## config.mk

```make
export PLATFORM = sky130hd
export DESIGN_NAME = grid_cell_locate_and_neighbours
export DESIGN_NICKNAME = d
export VERILOG_FILES = /design/src/hdl/gcl_pkg.sv /design/src/hdl/gcl_mul.sv /design/src/hdl/grid_cell_locate_and_neighbours.sv
export SDC_FILE = /design/constraint.sdc
export NUM_CORES = 2
export LEC_CHECK = 0
export BUFFER_PORTS_ARGS = -buffer_cell sky130_fd_sc_hd__buf_2
export CAP_MARGIN = 25
export CORE_MARGIN = 3
export CORE_UTILIZATION = 25
export CTS_BUF_LIST = sky130_fd_sc_hd__clkbuf_2 sky130_fd_sc_hd__clkbuf_4 sky130_fd_sc_hd__clkbuf_8
export DETAILED_ROUTE_END_ITERATION = 10
export SLEW_MARGIN = 20
export SYNTH_ARGS = -nofsm -noshare
export SYNTH_HDL_FRONTEND = slang
export SYNTH_SLANG_ARGS = --single-unit
export TNS_END_PERCENT = 5
```

## constraint.sdc

```tcl
create_clock -name clk -period 17 [get_ports clk]
set_input_delay 1.7 -clock clk [delete_from_list [all_inputs] [get_ports clk]]
set_output_delay 1.7 -clock clk [all_outputs]
set_load 0.005 [all_outputs]
```

## src/hdl/gcl_pkg.sv

```systemverilog
package gcl_pkg;

  localparam int CoordW = 32;
  localparam int IdxW   = 8;
  localparam int CountW = 9;
  localparam int NbNum  = 26;

  // register indexes of the configuration port
  localparam logic [2:0] RegOriginX = 3'd0;
  localparam logic [2:0] RegOriginY = 3'd1;
  localparam logic [2:0] RegOriginZ = 3'd2;
  localparam logic [2:0] RegInvX    = 3'd3;
  localparam logic [2:0] RegInvY    = 3'd4;
  localparam logic [2:0] RegInvZ    = 3'd5;
  localparam logic [2:0] RegCounts  = 3'd6;

  localparam logic FuncLocate = 1'b0;
  localparam logic FuncNeigh  = 1'b1;

  typedef struct packed {
    logic                     func;
    logic signed [CoordW-1:0] pos_x;
    logic signed [CoordW-1:0] pos_y;
    logic signed [CoordW-1:0] pos_z;
    logic [IdxW-1:0]          home_x;
    logic [IdxW-1:0]          home_y;
    logic [IdxW-1:0]          home_z;
  } in_req_t;

  typedef struct packed {
    logic [IdxW-1:0] cell_x;
    logic [IdxW-1:0] cell_y;
    logic [IdxW-1:0] cell_z;
    logic            valid_res;
    logic            last;
  } out_res_t;

  typedef enum logic [2:0] {
    ST_IDLE,
    ST_LSUB,
    ST_LMUL,
    ST_LCHK,
    ST_NSCAN,
    ST_NEND
  } state_t;

  // one neighbour offset, each axis a 2-bit signed step
  typedef struct packed {
    logic signed [1:0] dx;
    logic signed [1:0] dy;
    logic signed [1:0] dz;
  } nb_off_t;

  function automatic nb_off_t nb_off(input logic [4:0] idx);
    nb_off_t o;
    case (idx)
      5'd0:  o = '{-2'sd1,  2'sd0,  2'sd0};
      5'd1:  o = '{ 2'sd1,  2'sd0,  2'sd0};
      5'd2:  o = '{ 2'sd0,  2'sd1,  2'sd0};
      5'd3:  o = '{-2'sd1,  2'sd1,  2'sd0};
      5'd4:  o = '{ 2'sd1,  2'sd1,  2'sd0};
      5'd5:  o = '{ 2'sd0, -2'sd1,  2'sd0};
      5'd6:  o = '{-2'sd1, -2'sd1,  2'sd0};
      5'd7:  o = '{ 2'sd1, -2'sd1,  2'sd0};
      5'd8:  o = '{ 2'sd0,  2'sd0, -2'sd1};
      5'd9:  o = '{-2'sd1,  2'sd0, -2'sd1};
      5'd10: o = '{-2'sd1,  2'sd1, -2'sd1};
      5'd11: o = '{-2'sd1, -2'sd1, -2'sd1};
      5'd12: o = '{ 2'sd1,  2'sd0, -2'sd1};
      5'd13: o = '{ 2'sd1,  2'sd1, -2'sd1};
      5'd14: o = '{ 2'sd1, -2'sd1, -2'sd1};
      5'd15: o = '{ 2'sd0,  2'sd1, -2'sd1};
      5'd16: o = '{ 2'sd0, -2'sd1, -2'sd1};
      5'd17: o = '{ 2'sd0,  2'sd0,  2'sd1};
      5'd18: o = '{-2'sd1,  2'sd0,  2'sd1};
      5'd19: o = '{-2'sd1,  2'sd1,  2'sd1};
      5'd20: o = '{-2'sd1, -2'sd1,  2'sd1};
      5'd21: o = '{ 2'sd1,  2'sd0,  2'sd1};
      5'd22: o = '{ 2'sd1,  2'sd1,  2'sd1};
      5'd23: o = '{ 2'sd1, -2'sd1,  2'sd1};
      5'd24: o = '{ 2'sd0,  2'sd1,  2'sd1};
      5'd25: o = '{ 2'sd0, -2'sd1,  2'sd1};
      default: o = '{2'sd0, 2'sd0, 2'sd0};
    endcase
    return o;
  endfunction

endpackage

```

## src/hdl/gcl_mul.sv

```systemverilog
module gcl_mul
  import gcl_pkg::*;
(
  input  logic                clk,
  input  logic                en,
  input  logic [CoordW-1:0]   a,
  input  logic [CoordW-1:0]   b,
  output logic [2*CoordW-1:0] p_r
);

  logic [2*CoordW-1:0] p_nxt;

  assign p_nxt = 64'(a) * 64'(b);

  always_ff @(posedge clk) begin
    if (en) begin
      p_r <= p_nxt;
    end
  end

endmodule

```

## src/hdl/grid_cell_locate_and_neighbours.sv

```systemverilog
// Locate request: accepted while idle, then busy for each axis in turn (subtract,
// multiply on the shared 32x32 multiplier, range check); result strobe in the cycle after the last check.
// Neighbour request: accepted while idle, then busy scanning the 26 offsets and one drain state;
// a hit is strobed the cycle after the next hit is found, the final one after the drain.
// A new request is taken only once the previous one is finished; the receiver cannot stall.
// Synchronous active-low reset restores the configuration registers and idles the block.
module grid_cell_locate_and_neighbours
  import gcl_pkg::*;
#(
  parameter int MAX_CELLS_AXIS = 256
)(
  input  logic              clk,
  input  logic              rst_n,
  input  logic              start,
  output logic              busy,
  input  in_req_t           in_req,
  output logic              out_valid,
  output out_res_t          out_res,
  input  logic              cfg_valid,
  output logic              cfg_ready,
  input  logic [2:0]        cfg_index,
  input  logic [CoordW-1:0] cfg_wdata
);

  localparam int AxisLimit = (MAX_CELLS_AXIS < 256) ? MAX_CELLS_AXIS : 256;

  logic [CoordW-1:0] org_x_r, org_y_r, org_z_r;
  logic [CoordW-1:0] inv_x_r, inv_y_r, inv_z_r;
  logic [26:0]       counts_r;

  state_t state_r, state_nxt;
  in_req_t req_r;
  logic [1:0]  ax_r, ax_nxt;
  logic [4:0]  idx_r, idx_nxt;
  logic        neg_r, neg_nxt;
  logic [32:0] mag_r, mag_nxt;
  logic        ok_r, ok_nxt;
  logic [IdxW-1:0] cx_r, cx_nxt, cy_r, cy_nxt;
  logic        have_r, have_nxt;
  out_res_t    pend_r, pend_nxt;
  logic        out_valid_r, out_valid_nxt;
  out_res_t    out_res_r, out_res_nxt;

  logic [2*CoordW-1:0] prod;
  logic                mul_en;
  logic                accept;

  logic [CoordW-1:0]   sel_pos, sel_org, sel_inv;
  logic [CountW-1:0]   sel_cnt, nx, ny, nz;
  logic [32:0]         diff;
  logic [32:0]         cell_int;
  logic                axis_ok;
  nb_off_t             off;
  logic [9:0]          tx, ty, tz;
  logic                nb_in;

  function automatic logic [CountW-1:0] sat_count(input logic [CountW-1:0] c);
    return (c > CountW'(AxisLimit)) ? CountW'(AxisLimit) : c;
  endfunction

  assign nx = sat_count(counts_r[8:0]);
  assign ny = sat_count(counts_r[17:9]);
  assign nz = sat_count(counts_r[26:18]);

  assign accept    = start && !busy;
  assign busy      = (state_r != ST_IDLE);
  assign cfg_ready = 1'b1;
  assign out_valid = out_valid_r;
  assign out_res   = out_res_r;

  always_ff @(posedge clk) begin
    if (!rst_n) begin
      org_x_r  <= '0;
      org_y_r  <= '0;
      org_z_r  <= '0;
      inv_x_r  <= 32'd65536;
      inv_y_r  <= 32'd65536;
      inv_z_r  <= 32'd65536;
      counts_r <= 27'd1049601;
    end else if (cfg_valid && cfg_ready) begin
      case (cfg_index)
        RegOriginX: org_x_r  <= cfg_wdata;
        RegOriginY: org_y_r  <= cfg_wdata;
        RegOriginZ: org_z_r  <= cfg_wdata;
        RegInvX:    inv_x_r  <= cfg_wdata;
        RegInvY:    inv_y_r  <= cfg_wdata;
        RegInvZ:    inv_z_r  <= cfg_wdata;
        RegCounts:  counts_r <= cfg_wdata[26:0];
        default: ;
      endcase
    end
  end

  // axis selection for the shared subtract / multiply path
  always_comb begin
    case (ax_r)
      2'd0: begin
        sel_pos = req_r.pos_x;
        sel_org = org_x_r;
        sel_inv = inv_x_r;
        sel_cnt = nx;
      end
      2'd1: begin
        sel_pos = req_r.pos_y;
        sel_org = org_y_r;
        sel_inv = inv_y_r;
        sel_cnt = ny;
      end
      default: begin
        sel_pos = req_r.pos_z;
        sel_org = org_z_r;
        sel_inv = inv_z_r;
        sel_cnt = nz;
      end
    endcase
  end

  assign diff   = {sel_pos[31], sel_pos} - {sel_org[31], sel_org};
  assign mul_en = (state_r == ST_LMUL);

  gcl_mul u_mul (
    .clk (clk),
    .en  (mul_en),
    .a   (mag_r[31:0]),
    .b   (sel_inv),
    .p_r (prod)
  );

  // the top magnitude bit adds a whole inv_pitch to the integer part
  assign cell_int = {1'b0, prod[63:32]} + (mag_r[32] ? {1'b0, sel_inv} : 33'd0);

  always_comb begin
    if (neg_r) begin
      axis_ok = (prod == '0) && !(mag_r[32] && (sel_inv != '0)) && (sel_cnt != '0);
    end else begin
      axis_ok = (cell_int < {24'd0, sel_cnt});
    end
  end

  assign off   = nb_off(idx_r);
  assign tx    = {2'b00, req_r.home_x} + {{8{off.dx[1]}}, off.dx};
  assign ty    = {2'b00, req_r.home_y} + {{8{off.dy[1]}}, off.dy};
  assign tz    = {2'b00, req_r.home_z} + {{8{off.dz[1]}}, off.dz};
  assign nb_in = !tx[9] && (tx[8:0] < nx) &&
                 !ty[9] && (ty[8:0] < ny) &&
                 !tz[9] && (tz[8:0] < nz);

  // next state
  always_comb begin
    state_nxt = state_r;
    case (state_r)
      ST_IDLE: begin
        if (accept) begin
          state_nxt = (in_req.func == FuncNeigh) ? ST_NSCAN : ST_LSUB;
        end
      end
      ST_LSUB:  state_nxt = ST_LMUL;
      ST_LMUL:  state_nxt = ST_LCHK;
      ST_LCHK:  state_nxt = (ax_r == 2'd2) ? ST_IDLE : ST_LSUB;
      ST_NSCAN: state_nxt = (idx_r == 5'(NbNum - 1)) ? ST_NEND : ST_NSCAN;
      ST_NEND:  state_nxt = ST_IDLE;
      default:  state_nxt = ST_IDLE;
    endcase
  end

  // datapath and outputs
  always_comb begin
    ax_nxt        = ax_r;
    idx_nxt       = idx_r;
    neg_nxt       = neg_r;
    mag_nxt       = mag_r;
    ok_nxt        = ok_r;
    cx_nxt        = cx_r;
    cy_nxt        = cy_r;
    have_nxt      = have_r;
    pend_nxt      = pend_r;
    out_valid_nxt = 1'b0;
    out_res_nxt   = out_res_r;
    case (state_r)
      ST_IDLE: begin
        ax_nxt   = 2'd0;
        idx_nxt  = 5'd0;
        ok_nxt   = 1'b1;
        have_nxt = 1'b0;
      end
      ST_LSUB: begin
        neg_nxt = diff[32];
        mag_nxt = diff[32] ? (33'd0 - diff) : diff;
      end
      ST_LMUL: ;
      ST_LCHK: begin
        ok_nxt = ok_r && axis_ok;
        ax_nxt = ax_r + 2'd1;
        if (ax_r == 2'd0) begin
          cx_nxt = cell_int[7:0];
        end else if (ax_r == 2'd1) begin
          cy_nxt = cell_int[7:0];
        end else begin
          out_valid_nxt = 1'b1;
          if (ok_r && axis_ok) begin
            out_res_nxt = '{cx_r, cy_r, neg_r ? 8'd0 : cell_int[7:0], 1'b1, 1'b1};
          end else begin
            out_res_nxt = '{8'd0, 8'd0, 8'd0, 1'b0, 1'b1};
          end
          if (!neg_r && ok_r && axis_ok) begin
            out_res_nxt.cell_z = cell_int[7:0];
          end
        end
        // a negative offset that passes is index zero
        if (neg_r) begin
          if (ax_r == 2'd0) begin
            cx_nxt = '0;
          end else if (ax_r == 2'd1) begin
            cy_nxt = '0;
          end
        end
      end
      ST_NSCAN: begin
        idx_nxt = idx_r + 5'd1;
        // hold one hit back so the final one can carry last
        if (nb_in) begin
          if (have_r) begin
            out_valid_nxt = 1'b1;
            out_res_nxt   = pend_r;
          end
          pend_nxt = '{tx[7:0], ty[7:0], tz[7:0], 1'b1, 1'b0};
          have_nxt = 1'b1;
        end
      end
      ST_NEND: begin
        out_valid_nxt = 1'b1;
        if (have_r) begin
          out_res_nxt      = pend_r;
          out_res_nxt.last = 1'b1;
        end else begin
          out_res_nxt = '{8'd0, 8'd0, 8'd0, 1'b0, 1'b1};
        end
      end
      default: ;
    endcase
  end

  always_ff @(posedge clk) begin
    if (!rst_n) begin
      state_r     <= ST_IDLE;
      out_valid_r <= 1'b0;
      have_r      <= 1'b0;
      ax_r        <= 2'd0;
      idx_r       <= 5'd0;
      ok_r        <= 1'b1;
    end else begin
      state_r     <= state_nxt;
      out_valid_r <= out_valid_nxt;
      have_r      <= have_nxt;
      ax_r        <= ax_nxt;
      idx_r       <= idx_nxt;
      ok_r        <= ok_nxt;
    end
  end

  always_ff @(posedge clk) begin
    if (accept) begin
      req_r <= in_req;
    end
    neg_r     <= neg_nxt;
    mag_r     <= mag_nxt;
    cx_r      <= cx_nxt;
    cy_r      <= cy_nxt;
    pend_r    <= pend_nxt;
    out_res_r <= out_res_nxt;
  end

  a_out_from_work: assert property (@(posedge clk) disable iff (!rst_n)
    out_valid |-> $past(state_r == ST_LCHK || state_r == ST_NSCAN || state_r == ST_NEND))
    else $error("result strobe without work in progress");

  a_last_ends_request: assert property (@(posedge clk) disable iff (!rst_n)
    (out_valid && out_res.last) |-> (state_r == ST_IDLE))
    else $error("last result while sequencer still busy");

  a_invalid_zero: assert property (@(posedge clk) disable iff (!rst_n)
    (out_valid && !out_res.valid_res) |->
      (out_res.cell_x == '0 && out_res.cell_y == '0 && out_res.cell_z == '0 && out_res.last))
    else $error("empty result carries cell data or lacks last");

  a_scan_bound: assert property (@(posedge clk) disable iff (!rst_n)
    (state_r == ST_NSCAN) |-> (idx_r < 5'(NbNum)))
    else $error("neighbour index past table");

endmodule

```

Yosys cells after proc, flatten, opt, wreduce, memory -nomap -nowiden
Memories as Yosys holds them, arrays and structs flattened. A register that Yosys moved wholly into a read port is not among the register bits.
Index checks and enable logic that the tools add are counted.

storage, ports and cells
  input bits = 160
  memories = 1
  output and inout port bits = 29
  ROM bits = 192
  flip-flop bits (word level) = 516
  word-level logic and storage cells = 151

operators by class
  $lt $le $gt $ge = 7
  eq/ne operators = 19
  $add $sub $neg = 8
  muxes and demuxes = 44
  multiply operators = 1
  reductions and logical operators = 38

memory list
  name             words  width  read ports  clocked after Yosys merged registers in  write ports  RTL line       RTL
  (no name shown)  32     6      1           1                                        0            gcl_pkg.sv:56  case (idx)

operators by type and width
  operator                                            count
  case mux 32 bit (2 select lines)                    3
  two-way mux 26 bit                                  6
  two-way mux 8 bit                                   10
  case mux 26 bit (3 select lines)                    1
  zero test 64 bit                                    1
  multiplier 32 x 32 -> 64 bit                        1
  two-way mux 32 bit                                  2
  adder 32 x 32 -> 33 bit                             1
  less-than comparator 33 x 9 -> 1 bit                1
  subtractor 1 x 33 -> 33 bit (first input constant)  1
  subtractor 32 x 32 -> 33 bit                        1
  nonzero test 32 bit                                 1
  adder 9 x 2 -> 10 bit                               3
  > comparator 9 bit (second input constant)          3
  less-than comparator 9 bit                          3
  two-way mux 9 bit                                   3
  case mux 9 bit (2 select lines)                     1
  AND reduction 2 bit                                 9
  == test 3 bit (second input constant)               5
  case mux 3 bit (5 select lines)                     1
  == test 3 x 2 -> 1 bit (second input constant)      4
  logical AND 1 bit                                   12
  two-way mux 5 bit                                   2
  != test 2 bit (second input constant)               5
  19 further kinds                                    37

Depth between registers and ports, before layout
  depth in word-level cells = 14
  mapped depth = 37
  gate-level depth less buffers = 33

Modules after synthesis
Synthesis repeated with hierarchy kept, for this count alone.

second synthesis, totals
  cell total of the unflattened synthesis = 6611
  area, all modules = 61056.1 µm²

by module, submodules not included
  module                           sequential area each (µm²)  area each (µm²)  cells each  instances
  gcl_mul                          1921.8                      35479.0          3801        1
  grid_cell_locate_and_neighbours  11370.9                     25577.0          2810        1

Worst setup path after synthesis
OpenSTA, ideal clock, no wires.

  kind = flip-flop to flip-flop
  start point = register ax_r[0]
  end point = register u_mul.p_r[58], data pin
  required time = 16.741 ns
  period minus slack after synthesis = 8.411 ns
  cell stages (with the launch flop) = 34
  arrival = 8.152 ns
  setup time = 0.259 ns
  path slack = 8.589 ns
  cells stage by stage = dfxtp_1 > inv_1 > ha_1 > clkbuf_1 > nor2_1 > clkbuf_1 > nand2_1 > nand2_1 > clkbuf_1 > and2_1 > fa_1 > fa_1 > fa_1 > inv_1 > fa_1 > inv_1 > fa_1 > inv_1 > fa_1 > inv_1 > fa_1 > fa_1 > ha_1 > clkbuf_1 > nand4_1 > o31ai_1 > a31oi_1 > o22ai_1 > a21oi_1 > nor2_1 > a31oi_1 > o21ai_0 > a31oi_1 > xnor2_1

between the ends
  longest elaborated chain between the ends = 3
  elaborated cells on any way between the ends = 4
  classes of those cells = mul (1); eq/ne (1); mux (1); reduce/logical (1)

RTL lines
  item                                                              RTL line                                RTL
  start, declared                                                   grid_cell_locate_and_neighbours.sv:33   logic [1:0] ax_r, ax_nxt;
  start signal, assigned                                            grid_cell_locate_and_neighbours.sv:255  ax_r <= ax_nxt;
  == test 2 x 1 -> 1 bit / zero test 2 bit (equally long branches)  grid_cell_locate_and_neighbours.sv:96   case (ax_r)
  case mux 32 bit (2 select lines) (*)                              grid_cell_locate_and_neighbours.sv:96
  multiplier 32 x 32 -> 64 bit (*)                                  gcl_mul.sv:13                           assign p_nxt = 64'(a) * 64'(b);
  via u_mul.p_nxt[58]                                               gcl_mul.sv:11                           logic [2*CoordW-1:0] p_nxt;
  end signal, assigned                                              gcl_mul.sv:17                           p_r <= p_nxt;
  end, declared                                                     gcl_mul.sv:8                            output logic [2*CoordW-1:0] p_r

The timed path passes the listed nets; every way through them passes the cells marked *.
A chain may end at the register's enable or synchronous reset.

Worst setup path after layout
Ends and elaborated chain as after synthesis.

==> impl_metrics.csv <==
group,metric,value,unit
outcome,status,"finished clean",
logic_synthesis,yosysSeqAreaShare,22.2,%
floorplan,die_y,496,um
detailed_routing,avgRoutedWirePerCell,18.4,um
clock_network,cts_tree,"built",
critical_path,crit_type,"flop to flop",
critical_path,r2r_cells,31,
floorplan,start_util,25.2,%
critical_path,endpoint_kind,"flop",
global_route,antenna_found_initial,14,
logic_synthesis,ys_types,86,
logic_synthesis,syn_inst,6438,
critical_path,crit_fanout,60,
critical_path,path_depth,31,
detailed_routing,remaining_drc_errors,0,
critical_path,worstPathRequired,17.50,ns
critical_path,cp_slowest_stage_delay,0.53,ns
critical_path,critPathBufInv,7,
critical_path,cp_slowest_cell,"fa_1",
timing,finalMaxSlewViolations,0,
floorplan,core_area,238000,um2
floorplan,die_w,496,um
pwr,p_leak,29.1,nW
clock_network,htreeDepth,3,
critical_path,r2r_slack,7.07,ns
global_route,grt_max_degree,96,
detailed_routing,ant_nets,0,
finish,area_delta_synth_final,10.5,%
critical_path,worstPathArrival,10.43,ns
global_route,use_met1,19.1,%
worst_hold_path,hold_path_class,"flop to flop",
placement,io_buffers,187,
timing,fin_crit,9.93,ns
timing,fin_skew,0.0586,ns
worst_hold_path,holdPathStages,2,
floorplan,rows,179,
run,max-cap-violations,0,
pwr,ir_drop,0.0855,mV
placement,dp_hpwl,132000,um
clock_network,path_clk_slew,0.06,ns
detailed_routing,drt_pass1_iterations,9,
detailed_routing,wirelength,178000,um
critical_path,crit_top_cell,"fa_1",
timing,max_freq,101,MHz
logic_synthesis,syn_nets,7897,
logic_synthesis,async_flop_share,0,%
critical_path,r2r_end,"u_mul.p_r[58]$_DFFE_PP_",
global_route,top_usage_layer,"met2",
logic_synthesis,yosys_warnings,0,
global_route,grt_pass1_vias,48100,
pwr,power_density,83.0,nW/um2
clock_network,cts_setup_buffers,0,
clock_network,cts_root_buffer,"clkbuf_8",
clock_network,insertion_delay,0.78,ns
global_route,met3_usage,2.33,%
worst_hold_path,worstHoldStart,"org_z_r[24]$_SDFFE_PN0P_",
logic_synthesis,synth_edf_count,284,
global_route,grt.total_usage,14.5,%
finish,post-route-util,27.8,%
clock_network,cts_sinks,522,
timing,hold_viol,0,
timing,worstMarginPinSlew,1.13,ns
logic_synthesis,synth_area_per_cell,9.32,um2
critical_path,worst_setup_path_start_kind,"flop",
finish,final_nets,7906,
timing,min_period_over_period,58.4,%
floorplan,dieArea,246000,um2
critical_path,worst_path_dominant_cell_family,"adder cells",
critical_path,r2r-start,"ax_r[0]$_SDFFE_PN0P_",
finish,drive_gt1_share,7.44,%
global_route,grt_overflow,0,
timing,rsz0062_at_grt,"no",
global_route,grtUsageMet2,23.9,%
timing,fin_tns_setup,0,ns
floorplan,io_pins,189,
clock_network,ctsLongestPathBuffers,3,
detailed_routing,num_vias,45500,
detailed_routing,vias_per_cell,4.70,
clock_network,cts_resized,0,
worst_hold_path,hold_end,"org_z_r[24]$_SDFFE_PN0P_",
logic_synthesis,synth_ff_type,"edfxtp_1",
timing,slew_headroom,23.8,%
timing,fin_hold_ws,0.463,ns
logic_synthesis,syn-cell-area,60000,um2
logic_synthesis,synth-seq-cells,522,
placement,routabilityCongestion,0.889,
global_route,grt_pass1_wl,280000,um
clock_network,cts_buffers,91,
detailed_routing,drtIter0Drc,3376,
timing,setup_viol,0,
clock_network,ctsHoldBuffers,0,
-- through the flow --
| stage | cell area, um2 | total power (W) | std cells | setup slack (ns) |
|---|---|---|---|---|
| 6_report | 66300 | 0.00550 | 9690 | 7.07 |
| 4_1_cts | 66300 | 0.00554 | 9686 | 7.10 |
| 2_1_floorplan | 60000 | 0.00339 | 6438 | 8.59 |
| 3_3_place_gp | 64300 | 0.00422 | 9520 | 7.23 |
| 5_1_grt | 66300 | 0.00589 | 9688 | 6.52 |
| 3_5_place_dp | 64300 | 0.00425 | 9521 | 7.17 |
-- logic make-up (layout without fill, tap and decap cells) --
kind of cell	Yosys count	after routing	share of synthesized area, %
fa+ha+maj	1299	1299	38.4
mux	11	11	0.190
buf+inv	1315	1396	8.26
compound gates	975	975	11.3
other cells	1	5	0.00625
simple gates	2161	2161	17.4
xor+xnor	154	154	2.25
flops	522	522	22.2
-- where the power goes --
group	internal, W	total [W]	switching [W]	leakage, nW
Clock	0.000703	0.00126	0.000552	1.05
Sequential	0.00154	0.00159	0.0000542	4.58
Combinational	0.000932	0.00265	0.00172	23.5
Total	0.00317	0.00550	0.00233	29.1
-- flip-flops by register name (all words and copies together), names as in the netlist, 27 cells and up, named ones only --
name and flops:
inv_y_r 32, u_mul.p_r 64, mag_r 33, org_y_r 32
counts_r 27, org_x_r 32, inv_z_r 32, org_z_r 32
req_r 120, inv_x_r 32
-- cell type report --
cell class	count	area, um2
fillers	25300	172000
multi-input cells	4601	41900
flip-flops and latches	522	13300
well taps	3167	3960
inverters	955	3580
clock buffers	132	1640
repair buffers	276	1610
clock inverters	33	353
diodes	4	10.0
-- layer usage --
| layer | part of all wire (%) | vias to the layer above | routed length, um |
|---|---|---|---|
| met5 | 0.019 | - | 34 |
| li1 | - | 20600 | - |
| met1 | 43 | 22900 | 75800 |
| met2 | 47 | 1686 | 83400 |
| met4 | 3.8 | 6 | 6700 |
| met3 | 6.8 | 353 | 12100 |
-- worst max path at each step --
stage	slack (ns)	from	end
2_1_floorplan	8.59	ax_r[0]$_SDFFE_PN0P_	u_mul.p_r[58]$_DFFE_PP_
3_3_place_gp	7.23	ax_r[0]$_SDFFE_PN0P_	u_mul.p_r[61]$_DFFE_PP_
3_5_place_dp	7.17	ax_r[0]$_SDFFE_PN0P_	u_mul.p_r[61]$_DFFE_PP_
4_1_cts	7.10	ax_r[0]$_SDFFE_PN0P_	u_mul.p_r[61]$_DFFE_PP_
5_1_grt	6.52	ax_r[0]$_SDFFE_PN0P_	u_mul.p_r[61]$_DFFE_PP_
6_report	7.07	ax_r[0]$_SDFFE_PN0P_	u_mul.p_r[58]$_DFFE_PP_
-- cells in the final DEF (no fill, tap or decap), types with 11 or more instances in the layout --
cell | netlist | layout
nor2b_1 | 92 | 92
and2_1 | 581 | 580
ha_1 | 398 | 396
nor3_1 | 16 | 13
nor2_1 | 107 | 101
clkinv_1 | 3 | 12
nand2_1 | 1129 | 1127
buf_4 | 2 | 89
a21oi_1 | 201 | 198
o21bai_1 | 20 | 20
nand2b_1 | 24 | 24
buf_2 | 8 | 186
inv_1 | 951 | 951
fa_1 | 901 | 901
a22o_1 | 74 | 74
a21boi_0 | 221 | 221
xnor2_1 | 101 | 101
dfxtp_1 | 238 | 238
nand3_1 | 52 | 52
clkbuf_8 | 0 | 103
a31oi_1 | 32 | 32
nor4_1 | 31 | 31
and4_1 | 11 | 11
nand4_1 | 43 | 43
and3_1 | 21 | 21
o211ai_1 | 15 | 15
xor2_1 | 53 | 53
a21o_1 | 92 | 92
clkbuf_4 | 0 | 29
a211oi_1 | 28 | 28
o21ai_0 | 94 | 94
a22oi_1 | 66 | 66
o21a_1 | 14 | 14
edfxtp_1 | 284 | 284
-- worst register-to-register path, delay by kind of cell, from the launching register on --
| family | cells | cell delay (ns) |
|---|---|---|
| compound gates | 7 | 1.82 |
| xor+xnor | 1 | 0.15 |
| fa+ha+maj | 10 | 4.81 |
| buf+inv | 7 | 1.17 |
| flops | 1 | 0.38 |
| simple gates | 6 | 1.35 |
-- synthesized netlist by cell type (20+ instances only) --
library cell,instances,share of area [%]
a211oi_1,28,0.35
a21boi_0,221,2.8
a21o_1,92,1.2
a21oi_1,201,1.7
a22o_1,74,1.1
a22oi_1,66,0.83
a31oi_1,32,0.33
and2_1,581,6.1
and3_1,21,0.22
clkbuf_1,344,2.2
dfxtp_1,238,7.9
edfxtp_1,284,14
fa_1,901,30
ha_1,398,8.3
inv_1,951,6.0
nand2_1,1129,7.1
nand2b_1,24,0.25
nand3_1,52,0.43
nand4_1,43,0.45
nor2_1,107,0.67
nor2b_1,92,0.96
nor4_1,31,0.32
o21ai_0,94,0.78
o21bai_1,20,0.25
xnor2_1,101,1.5
xor2_1,53,0.77
Note: power is estimated with default switching activity, not from simulation.
